==> src/rtl/lfuc_pkg.sv <==
`timescale 1ns / 1ps

package lfuc_pkg;

    // Default sizing handed to the top level
    localparam int DEF_ENTRIES    = 16;
    localparam int DEF_KEY_BITS   = 32;
    localparam int DEF_COUNT_BITS = 16;

    // Fixed field widths of the stream and configuration ports
    localparam int KEY_IN_BITS    = 32;
    localparam int DATA_BITS      = 32;
    localparam int IN_TDATA_BITS  = 64;
    localparam int OUT_TDATA_BITS = 32;
    localparam int CAP_BITS       = 5;
    localparam logic [CAP_BITS-1:0] CAP_RESET = 5'd16;

    // Entries scanned per group in the first half of the victim search
    localparam int GROUP_SIZE = 8;

    typedef enum logic {
        OP_GET = 1'b0,
        OP_PUT = 1'b1
    } t_opcode;

    // Request summary produced by the lookup stage
    typedef struct packed {
        logic is_put;
        logic hit;
        logic cap_zero;
        logic evict;
        logic have_free;
    } t_sel_flags;

    function automatic int f_idx_bits(input int n);
        return (n > 1) ? $clog2(n) : 1;
    endfunction

    function automatic int f_groups(input int n);
        return (n + GROUP_SIZE - 1) / GROUP_SIZE;
    endfunction

endpackage

==> src/rtl/lfuc_select.sv <==
`timescale 1ns / 1ps

// Lookup stage: key match, free slot, capacity check and per-group victim minima.
module lfuc_select
    import lfuc_pkg::*;
#(
    parameter int ENTRIES    = DEF_ENTRIES,
    parameter int KEY_BITS   = DEF_KEY_BITS,
    parameter int COUNT_BITS = DEF_COUNT_BITS,
    localparam int IDX_BITS  = f_idx_bits(ENTRIES),
    localparam int OCC_BITS  = $clog2(ENTRIES + 1),
    localparam int NGROUPS   = f_groups(ENTRIES)
) (
    input  logic                  i_clk,
    input  logic                  i_load,
    input  t_opcode               i_op,
    input  logic [KEY_BITS-1:0]   i_key,
    input  logic [DATA_BITS-1:0]  i_wval,
    input  logic [CAP_BITS-1:0]   i_cap,
    input  logic                  i_ent_valid [ENTRIES],
    input  logic [KEY_BITS-1:0]   i_ent_key   [ENTRIES],
    input  logic [DATA_BITS-1:0]  i_ent_value [ENTRIES],
    input  logic [COUNT_BITS-1:0] i_ent_count [ENTRIES],
    input  logic [IDX_BITS-1:0]   i_ent_rank  [ENTRIES],
    input  logic [OCC_BITS-1:0]   i_occ,
    output t_sel_flags            o_flags,
    output logic [IDX_BITS-1:0]   o_hit_idx,
    output logic [IDX_BITS-1:0]   o_hit_rank,
    output logic [DATA_BITS-1:0]  o_hit_value,
    output logic [IDX_BITS-1:0]   o_free_idx,
    output logic                  o_grp_valid [NGROUPS],
    output logic [IDX_BITS-1:0]   o_grp_idx   [NGROUPS],
    output logic [COUNT_BITS-1:0] o_grp_count [NGROUPS],
    output logic [IDX_BITS-1:0]   o_grp_rank  [NGROUPS],
    output logic [KEY_BITS-1:0]   o_key,
    output logic [DATA_BITS-1:0]  o_wval
);

    localparam int CMP_BITS = (OCC_BITS > CAP_BITS) ? OCC_BITS : CAP_BITS;

    t_sel_flags            n_flags;
    logic [IDX_BITS-1:0]   n_hit_idx;
    logic [IDX_BITS-1:0]   n_hit_rank;
    logic [DATA_BITS-1:0]  n_hit_value;
    logic [IDX_BITS-1:0]   n_free_idx;
    logic                  n_grp_valid [NGROUPS];
    logic [IDX_BITS-1:0]   n_grp_idx   [NGROUPS];
    logic [COUNT_BITS-1:0] n_grp_count [NGROUPS];
    logic [IDX_BITS-1:0]   n_grp_rank  [NGROUPS];
    logic [CMP_BITS-1:0]   w_cap_ext;
    logic [CMP_BITS-1:0]   w_cap_eff;

    // Capacity clamped to the number of entries
    assign w_cap_ext = CMP_BITS'(i_cap);
    assign w_cap_eff = (w_cap_ext > CMP_BITS'(ENTRIES)) ? CMP_BITS'(ENTRIES) : w_cap_ext;

    // Match and free slot; keys are unique among valid entries, so the match is one-hot
    always_comb begin
        n_flags.hit       = 1'b0;
        n_flags.have_free = 1'b0;
        n_hit_idx         = '0;
        n_hit_rank        = '0;
        n_hit_value       = '0;
        n_free_idx        = '0;
        for (int i = 0; i < ENTRIES; i++) begin
            if (i_ent_valid[i] && (i_ent_key[i] == i_key)) begin
                n_flags.hit = 1'b1;
                n_hit_idx   = n_hit_idx | IDX_BITS'(i);
                n_hit_rank  = n_hit_rank | i_ent_rank[i];
                n_hit_value = n_hit_value | i_ent_value[i];
            end
        end
        // lowest-numbered free slot wins
        for (int i = ENTRIES - 1; i >= 0; i--) begin
            if (!i_ent_valid[i]) begin
                n_flags.have_free = 1'b1;
                n_free_idx        = IDX_BITS'(i);
            end
        end
        n_flags.is_put   = (i_op == OP_PUT);
        n_flags.cap_zero = (w_cap_eff == '0);
        n_flags.evict    = (CMP_BITS'(i_occ) >= w_cap_eff);
    end

    // Per-group minimum: lowest count, then oldest (highest rank)
    always_comb begin
        int e;
        for (int g = 0; g < NGROUPS; g++) begin
            n_grp_valid[g] = 1'b0;
            n_grp_idx[g]   = '0;
            n_grp_count[g] = '0;
            n_grp_rank[g]  = '0;
            for (int k = 0; k < GROUP_SIZE; k++) begin
                e = g * GROUP_SIZE + k;
                if (e < ENTRIES) begin
                    if (i_ent_valid[e] &&
                        (!n_grp_valid[g] || (i_ent_count[e] < n_grp_count[g]) ||
                         ((i_ent_count[e] == n_grp_count[g]) &&
                          (i_ent_rank[e] > n_grp_rank[g])))) begin
                        n_grp_valid[g] = 1'b1;
                        n_grp_idx[g]   = IDX_BITS'(e);
                        n_grp_count[g] = i_ent_count[e];
                        n_grp_rank[g]  = i_ent_rank[e];
                    end
                end
            end
        end
    end

    // Stage register
    always_ff @(posedge i_clk) begin
        if (i_load) begin
            o_flags     <= n_flags;
            o_hit_idx   <= n_hit_idx;
            o_hit_rank  <= n_hit_rank;
            o_hit_value <= n_hit_value;
            o_free_idx  <= n_free_idx;
            o_grp_valid <= n_grp_valid;
            o_grp_idx   <= n_grp_idx;
            o_grp_count <= n_grp_count;
            o_grp_rank  <= n_grp_rank;
            o_key       <= i_key;
            o_wval      <= i_wval;
        end
    end

endmodule

==> src/rtl/lfuc_store.sv <==
`timescale 1ns / 1ps

// Entry storage plus commit stage: final victim pick, count and rank updates.
module lfuc_store
    import lfuc_pkg::*;
#(
    parameter int ENTRIES    = DEF_ENTRIES,
    parameter int KEY_BITS   = DEF_KEY_BITS,
    parameter int COUNT_BITS = DEF_COUNT_BITS,
    localparam int IDX_BITS  = f_idx_bits(ENTRIES),
    localparam int OCC_BITS  = $clog2(ENTRIES + 1),
    localparam int NGROUPS   = f_groups(ENTRIES)
) (
    input  logic                  i_clk,
    input  logic                  i_rst_n,
    input  logic                  i_commit,
    input  t_sel_flags            i_flags,
    input  logic [IDX_BITS-1:0]   i_hit_idx,
    input  logic [IDX_BITS-1:0]   i_hit_rank,
    input  logic [DATA_BITS-1:0]  i_hit_value,
    input  logic [IDX_BITS-1:0]   i_free_idx,
    input  logic                  i_grp_valid [NGROUPS],
    input  logic [IDX_BITS-1:0]   i_grp_idx   [NGROUPS],
    input  logic [COUNT_BITS-1:0] i_grp_count [NGROUPS],
    input  logic [IDX_BITS-1:0]   i_grp_rank  [NGROUPS],
    input  logic [KEY_BITS-1:0]   i_key,
    input  logic [DATA_BITS-1:0]  i_wval,
    output logic                  o_ent_valid [ENTRIES],
    output logic [KEY_BITS-1:0]   o_ent_key   [ENTRIES],
    output logic [DATA_BITS-1:0]  o_ent_value [ENTRIES],
    output logic [COUNT_BITS-1:0] o_ent_count [ENTRIES],
    output logic [IDX_BITS-1:0]   o_ent_rank  [ENTRIES],
    output logic [OCC_BITS-1:0]   o_occ,
    output logic                  o_hit,
    output logic [DATA_BITS-1:0]  o_read_value
);

    logic                  r_valid [ENTRIES];
    logic [KEY_BITS-1:0]   r_key   [ENTRIES];
    logic [DATA_BITS-1:0]  r_value [ENTRIES];
    logic [COUNT_BITS-1:0] r_count [ENTRIES];
    logic [IDX_BITS-1:0]   r_rank  [ENTRIES];
    logic [OCC_BITS-1:0]   r_occ;

    logic                  w_v_found;
    logic [IDX_BITS-1:0]   w_v_idx;
    logic [COUNT_BITS-1:0] w_v_count;
    logic [IDX_BITS-1:0]   w_v_rank;
    logic                  w_do_touch;
    logic                  w_do_insert;
    logic                  w_use_victim;
    logic                  w_age_all;
    logic [IDX_BITS-1:0]   w_slot;
    logic [IDX_BITS-1:0]   w_promote;
    logic [IDX_BITS-1:0]   w_thr;
    logic                  w_age [ENTRIES];

    // Victim across the group minima
    always_comb begin
        w_v_found = 1'b0;
        w_v_idx   = '0;
        w_v_count = '0;
        w_v_rank  = '0;
        for (int g = 0; g < NGROUPS; g++) begin
            if (i_grp_valid[g] &&
                (!w_v_found || (i_grp_count[g] < w_v_count) ||
                 ((i_grp_count[g] == w_v_count) && (i_grp_rank[g] > w_v_rank)))) begin
                w_v_found = 1'b1;
                w_v_idx   = i_grp_idx[g];
                w_v_count = i_grp_count[g];
                w_v_rank  = i_grp_rank[g];
            end
        end
    end

    // Request decode; a freed victim slot competes with free slots by index
    assign w_do_touch   = i_flags.hit && (!i_flags.is_put || !i_flags.cap_zero);
    assign w_do_insert  = i_flags.is_put && !i_flags.hit && !i_flags.cap_zero;
    assign w_use_victim = w_do_insert && i_flags.evict && w_v_found;
    assign w_age_all    = w_do_insert && !w_use_victim;
    assign w_slot       = (w_use_victim && (!i_flags.have_free || (w_v_idx < i_free_idx)))
                          ? w_v_idx : i_free_idx;
    assign w_promote    = w_do_touch ? i_hit_idx : w_v_idx;
    assign w_thr        = w_do_touch ? i_hit_rank : w_v_rank;

    // Entries more recent than the promoted or evicted one age by one; a non-evicting insert ages all
    always_comb begin
        for (int i = 0; i < ENTRIES; i++) begin
            w_age[i] = r_valid[i] && (w_do_touch || w_do_insert) &&
                       (w_age_all || ((IDX_BITS'(i) != w_promote) && (r_rank[i] < w_thr)));
        end
    end

    // Valid bits and occupancy
    always_ff @(posedge i_clk) begin
        if (!i_rst_n) begin
            for (int i = 0; i < ENTRIES; i++) begin
                r_valid[i] <= 1'b0;
            end
            r_occ <= '0;
        end else if (i_commit && w_do_insert) begin
            for (int i = 0; i < ENTRIES; i++) begin
                if (IDX_BITS'(i) == w_slot) begin
                    r_valid[i] <= 1'b1;
                end else if (w_use_victim && (IDX_BITS'(i) == w_v_idx)) begin
                    r_valid[i] <= 1'b0;
                end
            end
            if (!w_use_victim) begin
                r_occ <= r_occ + OCC_BITS'(1);
            end
        end
    end

    // Entry payload: insert, touch, or age
    always_ff @(posedge i_clk) begin
        if (i_commit) begin
            for (int i = 0; i < ENTRIES; i++) begin
                if (w_do_insert && (IDX_BITS'(i) == w_slot)) begin
                    r_key[i]   <= i_key;
                    r_value[i] <= i_wval;
                    r_count[i] <= COUNT_BITS'(1);
                    r_rank[i]  <= '0;
                end else if (w_do_touch && (IDX_BITS'(i) == i_hit_idx)) begin
                    if (i_flags.is_put) begin
                        r_value[i] <= i_wval;
                    end
                    if (r_count[i] != '1) begin
                        r_count[i] <= r_count[i] + COUNT_BITS'(1);
                    end
                    r_rank[i] <= '0;
                end else if (w_age[i]) begin
                    r_rank[i] <= r_rank[i] + IDX_BITS'(1);
                end
            end
        end
    end

    assign o_ent_valid  = r_valid;
    assign o_ent_key    = r_key;
    assign o_ent_value  = r_value;
    assign o_ent_count  = r_count;
    assign o_ent_rank   = r_rank;
    assign o_occ        = r_occ;
    assign o_hit        = i_flags.hit;
    assign o_read_value = (i_flags.hit && !i_flags.is_put) ? i_hit_value : '0;

endmodule

==> src/rtl/lfu_cache_lru_tiebreak_top.sv <==
`timescale 1ns / 1ps

// Fully associative key/value cache with least-frequently-used replacement and
// least-recently-used tie-break. Each request (tuser: get = 0, put = 1) is
// answered with exactly one response whose tuser is the hit flag and whose tdata
// is the stored value on a get hit, else zero. A request passes the request register,
// the lookup stage (key match, free slot, per-group victim minima) and the commit
// stage (final victim pick, count and rank update), which waits for room in the
// response register; a new request is taken in the same cycle the previous one
// commits. Use counts saturate. The capacity register may be written only while no
// request is in flight; zero disables puts, values above the entry count act as the
// entry count. No clearing pass is needed after reset.
module lfu_cache_lru_tiebreak_top
    import lfuc_pkg::*;
#(
    parameter int ENTRIES    = DEF_ENTRIES,
    parameter int KEY_BITS   = DEF_KEY_BITS,
    parameter int COUNT_BITS = DEF_COUNT_BITS
) (
    input  logic                      i_clk,
    input  logic                      i_rst_n,
    // request stream
    input  logic                      i_s_axis_tvalid,
    output logic                      o_s_axis_tready,
    input  logic [IN_TDATA_BITS-1:0]  i_s_axis_tdata,  // key[31:0], write_value[63:32]
    input  logic                      i_s_axis_tuser,  // opcode[0]
    // response stream
    output logic                      o_m_axis_tvalid,
    input  logic                      i_m_axis_tready,
    output logic [OUT_TDATA_BITS-1:0] o_m_axis_tdata,  // read_value[31:0]
    output logic                      o_m_axis_tuser,  // hit[0]
    // capacity register write
    input  logic                      i_cfg_valid,
    output logic                      o_cfg_ready,
    input  logic [CAP_BITS-1:0]       i_cfg_data
);

    localparam int IDX_BITS = f_idx_bits(ENTRIES);
    localparam int OCC_BITS = $clog2(ENTRIES + 1);
    localparam int NGROUPS  = f_groups(ENTRIES);

    logic [CAP_BITS-1:0]   r_cap;
    logic                  r_in_valid;
    t_opcode               r_in_op;
    logic [KEY_BITS-1:0]   r_in_key;
    logic [DATA_BITS-1:0]  r_in_wval;
    logic                  r_mid_valid;
    logic                  r_out_valid;
    logic                  r_out_hit;
    logic [DATA_BITS-1:0]  r_out_value;

    logic                  w_accept;
    logic                  w_load;
    logic                  w_done;

    t_sel_flags            w_flags;
    logic [IDX_BITS-1:0]   w_hit_idx;
    logic [IDX_BITS-1:0]   w_hit_rank;
    logic [DATA_BITS-1:0]  w_hit_value;
    logic [IDX_BITS-1:0]   w_free_idx;
    logic                  w_grp_valid [NGROUPS];
    logic [IDX_BITS-1:0]   w_grp_idx   [NGROUPS];
    logic [COUNT_BITS-1:0] w_grp_count [NGROUPS];
    logic [IDX_BITS-1:0]   w_grp_rank  [NGROUPS];
    logic [KEY_BITS-1:0]   w_mid_key;
    logic [DATA_BITS-1:0]  w_mid_wval;
    logic                  w_ent_valid [ENTRIES];
    logic [KEY_BITS-1:0]   w_ent_key   [ENTRIES];
    logic [DATA_BITS-1:0]  w_ent_value [ENTRIES];
    logic [COUNT_BITS-1:0] w_ent_count [ENTRIES];
    logic [IDX_BITS-1:0]   w_ent_rank  [ENTRIES];
    logic [OCC_BITS-1:0]   w_occ;
    logic                  w_hit;
    logic [DATA_BITS-1:0]  w_read_value;

    // Handshake: commit needs room in the response register; nothing taken in reset
    assign w_done          = r_mid_valid && (!r_out_valid || i_m_axis_tready);
    assign w_load          = r_in_valid && !r_mid_valid;
    assign o_s_axis_tready = i_rst_n && !r_in_valid && (!r_mid_valid || w_done);
    assign w_accept        = i_s_axis_tvalid && o_s_axis_tready;
    assign o_cfg_ready     = i_rst_n;

    // Capacity register
    always_ff @(posedge i_clk) begin
        if (!i_rst_n) begin
            r_cap <= CAP_RESET;
        end else if (i_cfg_valid) begin
            r_cap <= i_cfg_data;
        end
    end

    // Pipeline occupancy
    always_ff @(posedge i_clk) begin
        if (!i_rst_n) begin
            r_in_valid  <= 1'b0;
            r_mid_valid <= 1'b0;
            r_out_valid <= 1'b0;
        end else begin
            if (w_accept) begin
                r_in_valid <= 1'b1;
            end else if (w_load) begin
                r_in_valid <= 1'b0;
            end
            if (w_load) begin
                r_mid_valid <= 1'b1;
            end else if (w_done) begin
                r_mid_valid <= 1'b0;
            end
            if (w_done) begin
                r_out_valid <= 1'b1;
            end else if (i_m_axis_tready) begin
                r_out_valid <= 1'b0;
            end
        end
    end

    // Request register
    always_ff @(posedge i_clk) begin
        if (w_accept) begin
            r_in_op   <= t_opcode'(i_s_axis_tuser);
            r_in_key  <= KEY_BITS'(i_s_axis_tdata[KEY_IN_BITS-1:0]);
            r_in_wval <= i_s_axis_tdata[IN_TDATA_BITS-1:KEY_IN_BITS];
        end
    end

    // Response register
    always_ff @(posedge i_clk) begin
        if (w_done) begin
            r_out_hit   <= w_hit;
            r_out_value <= w_read_value;
        end
    end

    assign o_m_axis_tvalid = r_out_valid;
    assign o_m_axis_tdata  = r_out_value;
    assign o_m_axis_tuser  = r_out_hit;

    lfuc_select #(
        .ENTRIES    (ENTRIES),
        .KEY_BITS   (KEY_BITS),
        .COUNT_BITS (COUNT_BITS)
    ) u_select (
        .i_clk       (i_clk),
        .i_load      (w_load),
        .i_op        (r_in_op),
        .i_key       (r_in_key),
        .i_wval      (r_in_wval),
        .i_cap       (r_cap),
        .i_ent_valid (w_ent_valid),
        .i_ent_key   (w_ent_key),
        .i_ent_value (w_ent_value),
        .i_ent_count (w_ent_count),
        .i_ent_rank  (w_ent_rank),
        .i_occ       (w_occ),
        .o_flags     (w_flags),
        .o_hit_idx   (w_hit_idx),
        .o_hit_rank  (w_hit_rank),
        .o_hit_value (w_hit_value),
        .o_free_idx  (w_free_idx),
        .o_grp_valid (w_grp_valid),
        .o_grp_idx   (w_grp_idx),
        .o_grp_count (w_grp_count),
        .o_grp_rank  (w_grp_rank),
        .o_key       (w_mid_key),
        .o_wval      (w_mid_wval)
    );

    lfuc_store #(
        .ENTRIES    (ENTRIES),
        .KEY_BITS   (KEY_BITS),
        .COUNT_BITS (COUNT_BITS)
    ) u_store (
        .i_clk        (i_clk),
        .i_rst_n      (i_rst_n),
        .i_commit     (w_done),
        .i_flags      (w_flags),
        .i_hit_idx    (w_hit_idx),
        .i_hit_rank   (w_hit_rank),
        .i_hit_value  (w_hit_value),
        .i_free_idx   (w_free_idx),
        .i_grp_valid  (w_grp_valid),
        .i_grp_idx    (w_grp_idx),
        .i_grp_count  (w_grp_count),
        .i_grp_rank   (w_grp_rank),
        .i_key        (w_mid_key),
        .i_wval       (w_mid_wval),
        .o_ent_valid  (w_ent_valid),
        .o_ent_key    (w_ent_key),
        .o_ent_value  (w_ent_value),
        .o_ent_count  (w_ent_count),
        .o_ent_rank   (w_ent_rank),
        .o_occ        (w_occ),
        .o_hit        (w_hit),
        .o_read_value (w_read_value)
    );

endmodule

==> config.mk <==
export PLATFORM = sky130hd
export DESIGN_NAME = lfu_cache_lru_tiebreak_top
export DESIGN_NICKNAME = d
export VERILOG_FILES = /design/src/rtl/lfuc_pkg.sv /design/src/rtl/lfuc_select.sv /design/src/rtl/lfuc_store.sv /design/src/rtl/lfu_cache_lru_tiebreak_top.sv
export SDC_FILE = /design/constraint.sdc
export NUM_CORES = 2
export LEC_CHECK = 0
export BUFFER_PORTS_ARGS = -buffer_cell sky130_fd_sc_hd__buf_4
export CAP_MARGIN = 20
export CORE_MARGIN = 10
export CORE_UTILIZATION = 40
export DETAILED_ROUTE_END_ITERATION = 7
export PLACE_DENSITY = 0.63
export SETUP_SLACK_MARGIN = 0.1
export SLEW_MARGIN = 20
export SYNTH_ARGS = -nofsm -noshare
export SYNTH_HDL_FRONTEND = slang
export SYNTH_SLANG_ARGS = --single-unit
==> constraint.sdc <==
create_clock -name i_clk -period 28.4 [get_ports i_clk]
set_clock_uncertainty 0.15 [all_clocks]
set_input_delay 4.26 -clock i_clk [delete_from_list [all_inputs] [get_ports i_clk]]
set_output_delay 4.26 -clock i_clk [all_outputs]
set_load 0.02 [all_outputs]
==> results.py <==
metrics = {
    "drt": {
        "ant_nets": 0,
        "wirelength_um": 244000,
        "drtPass1Iterations": 6,
        "routed-via-count": 53300,
        "routedWlPerCell_um": 27.0,
        "via_per_inst": 5.91,
        "drc": 0,
        "drtIter0Drc": 6428,
    },
    "setup_path": {
        "reg2reg_slack_ps": 10330,
        "arrival_ps": 18450,
        "slowest_delay_ps": 830,
        "r2r_start": "u_store.o_ent_valid[15]$_SDFFE_PN0P_",
        "worstSetupPathType": "flip-flop to flip-flop",
        "worst_path_max_delay_cell": "o21a_1",
        "crit_fanout": 36,
        "required_ps": 28780,
        "cp_common_cell": "ha_1",
        "critPathCaptureType": "flip-flop",
        "critPathLaunchType": "flip-flop",
        "startpoint": "u_store.o_ent_valid[15]$_SDFFE_PN0P_",
    },
    "sta": {
        "finalHoldViolations": 0,
        "fmax_mhz": 55.3,
        "timing.final.crit_share": 0.636,
        "fin_setup_tns_ps": 0,
        "tightest_slew_ps": 1260,
        "relSlewSlack": 0.154,
        "rsz0062_at_grt": "no",
        "drv_slew": 0,
        "finalSetupViolations": 0,
        "fin_crit_ps": 18070,
    },
    "floorplan": {
        "die_h_um": 465,
        "ios": 111,
        "start_util": 0.402,
        "core_sq_mm": 0.197,
        "die_x_um": 465,
        "dieArea_sq_mm": 0.216,
        "num_rows": 163,
    },
    "global_route": {
        "grtUsageMet1": 0.292,
        "met2_usage": 0.351,
        "grt_max_degree": 76,
        "grt_pass1_wl_um": 354000,
        "grt_antenna_before_repair": 7,
        "grt_usage": 0.218,
        "grt_pass1_vias": 51800,
        "gr-total-overflow": 0,
        "busiest_layer": "met2",
        "met3_usage": 0.0350,
    },
    "clocking": {
        "clk_latency_ps": 870,
        "cts.path.max_buffers": 3,
        "numCtsBuffers": 172,
        "cts_htree_levels": 4,
        "hold_buffers": 0,
        "cts_resized": 0,
        "cts_tree": "yes",
        "ctsRootBufferMaster": "clkbuf_16",
        "clkSlewWorstSetupHoldPaths_ps": 60,
        "cts_setup_buffers": 0,
        "cts.sinks": 1633,
    },
    "worst_hold_path": {
        "min_from": "r_in_wval[18]$_DFFE_PP_",
        "min_path_type": "flip-flop to flip-flop",
    },
    "logic_synthesis": {
        "syn_avg_cell_area_sq_um": 13.0,
        "yosys.cell_types.count": 93,
        "ys_seq_area_frac": 0.616,
        "synthCells": 6085,
        "ys_seq_elements": 1633,
        "synth_flop_cell": "edfxtp_1",
        "yosys_warnings": 0,
        "synth_nets": 6549,
        "synth_edf_count": 1604,
        "syn_area_sq_mm": 0.0791,
        "async_flop_share": 0,
    },
    "placement": {
        "place.gp.congestion": 0.951,
        "dp_hpwl_um": 152000,
        "portBuffers": 110,
        "place_inst": 8708,
    },
    "finish": {
        "fillers": 17500,
        "nets": 6709,
        "area_growth_pct": 13.3,
        "seq_area_sq_mm": 0.0487,
        "num_antenna_cells": 0,
        "final_cells": 9026,
        "multi_input_area_sq_mm": 0.0289,
        "drive_gt1_frac": 0.109,
    },
    "pwr": {
        "powerDensity_mw_per_mm2": 56.9,
        "ir_worst_vdd_uv": 64.8,
        "leakage_nw": 30.0,
        "p_total_w": 0.00510,
    },
    "outcome": {
        "status": "complete, no violations",
    },
    "run": {
        "drv_cap": 0,
    },
}
[routing by layer]
metal | wire [um] | vias to the layer above
li1 | - | 23400
met1 | 98700 | 26600
met2 | 113000 | 2672
met3 | 20500 | 595
met4 | 11200 | 6
met5 | 37 | -
[stage by stage]
stage,instance area (sq um),utilization,hold WS [ps],setup slack [ps]
detailed placement,83600,0.425,255,10480
CTS,89500,0.455,270,10440
global route,89600,0.455,275,9040
global placement,83600,0.424,251,10450
floorplan,79100,-,250,13460
finish,89600,0.455,267,10330
[cell families (layout without fill, tap and decap cells)]
family	count (synthesis)	count (layout)	synth area share
adder cells (fa/ha/maj)	389	389	0.0615
flip-flops	1633	1633	0.616
AND/OR/NAND/NOR	1684	1684	0.103
AO/OA/AOI/OAI	1105	1105	0.104
XOR/XNOR	771	771	0.0853
buffers and inverters	449	750	0.0230
multiplexers	54	54	0.00748
[placed cells by master, fill, tap and decap left out, drive strengths merged, types with 160 or more instances in the layout]
cell type | synthesis | layout
a21oi | 160 | 160
buf | 108 | 266
clkbuf | 172 | 195
edfxtp | 1604 | 1604
ha | 389 | 389
inv | 168 | 167
nand2 | 354 | 354
nand3 | 200 | 200
nand4 | 238 | 238
nor2 | 513 | 513
o21ai | 163 | 163
xnor2 | 559 | 559
xor2 | 212 | 212
[worst paths after layout]
check	end	depth (start not counted)
worst min register to register	u_select.o_wval[18]$_DFFE_PP_	0
worst max register to register	u_select.o_grp_count[18]$_DFFE_PP_	61
worst max-delay path	u_select.o_grp_count[18]$_DFFE_PP_	61
worst min-delay path	u_select.o_wval[18]$_DFFE_PP_	0
[report_power, final]
part	switching [W]	internal, W	total (W)
clock	0.00100	0.00133	0.00233
combinational	0.0000701	0.0000401	0.000110
sequential	0.0000211	0.00264	0.00266
[final cells by class]
class,count,share of cell area
clock inverter,120,0.0166
timing repair buffer,266,0.0233
tap,2640,0.0369
clock buffer,195,0.0492
multi-input combinational,4003,0.323
sequential,1633,0.544
inverter,169,0.00713
[critical path: cells and delay by family, from the launching register on]
kind	cells	cell delay (ps)
AOI/OAI and AO/OA	33	9120
adders and majority gates	7	2150
buffers and inverters	4	1330
DFF	1	300
muxes	2	770
and+or+nand+nor	15	3890
[cell usage after synthesis (22+ instances only)]
master    instances  area [sq um]
edfxtp_1       1604         48200
xnor2_1         559          4900
nor2_1          511          1920
ha_1            389          4870
nand2_1         350          1310
nand4_1         238          1490
xor2_1          212          1860
nand3_1         200          1000
clkbuf_1        172           646
inv_1           166           623
a21oi_1         159           796
a221oi_1        158          1380
o21ai_0         153           766
a22o_1          150          1310
buf_2            79           395
and2_1           66           413
a21o_1           65           488
nor3_1           64           320
nor4_1           59           369
o211ai_1         59           443
o21a_1           52           390
and3_1           44           275
nor2b_1          44           275
mux2_2           41           462
a22oi_1          39           293
a211oi_1         33           248
nand2b_1         32           200
a31oi_1          29           181
dfxtp_1          29           581
o22ai_1          26           163
buf_1            22          82.6
o211a_1          22           220
[flip-flops by register name, summed over array words and instances, names as in the netlist, 8 cells and up]
signal / cells
u_store.o_ent_key: 512
u_store.o_ent_count: 256
u_store.o_ent_value: 512
u_select.o_key: 32
u_select.o_grp_count: 32
u_select.o_wval: 32
u_store.o_ent_rank: 64
o_m_axis_tdata: 32
u_select.o_grp_rank: 8
u_store.o_ent_valid: 16
r_in_key: 32
r_in_wval: 32
u_select.o_hit_value: 32
(Power assumes the default switching activity.)
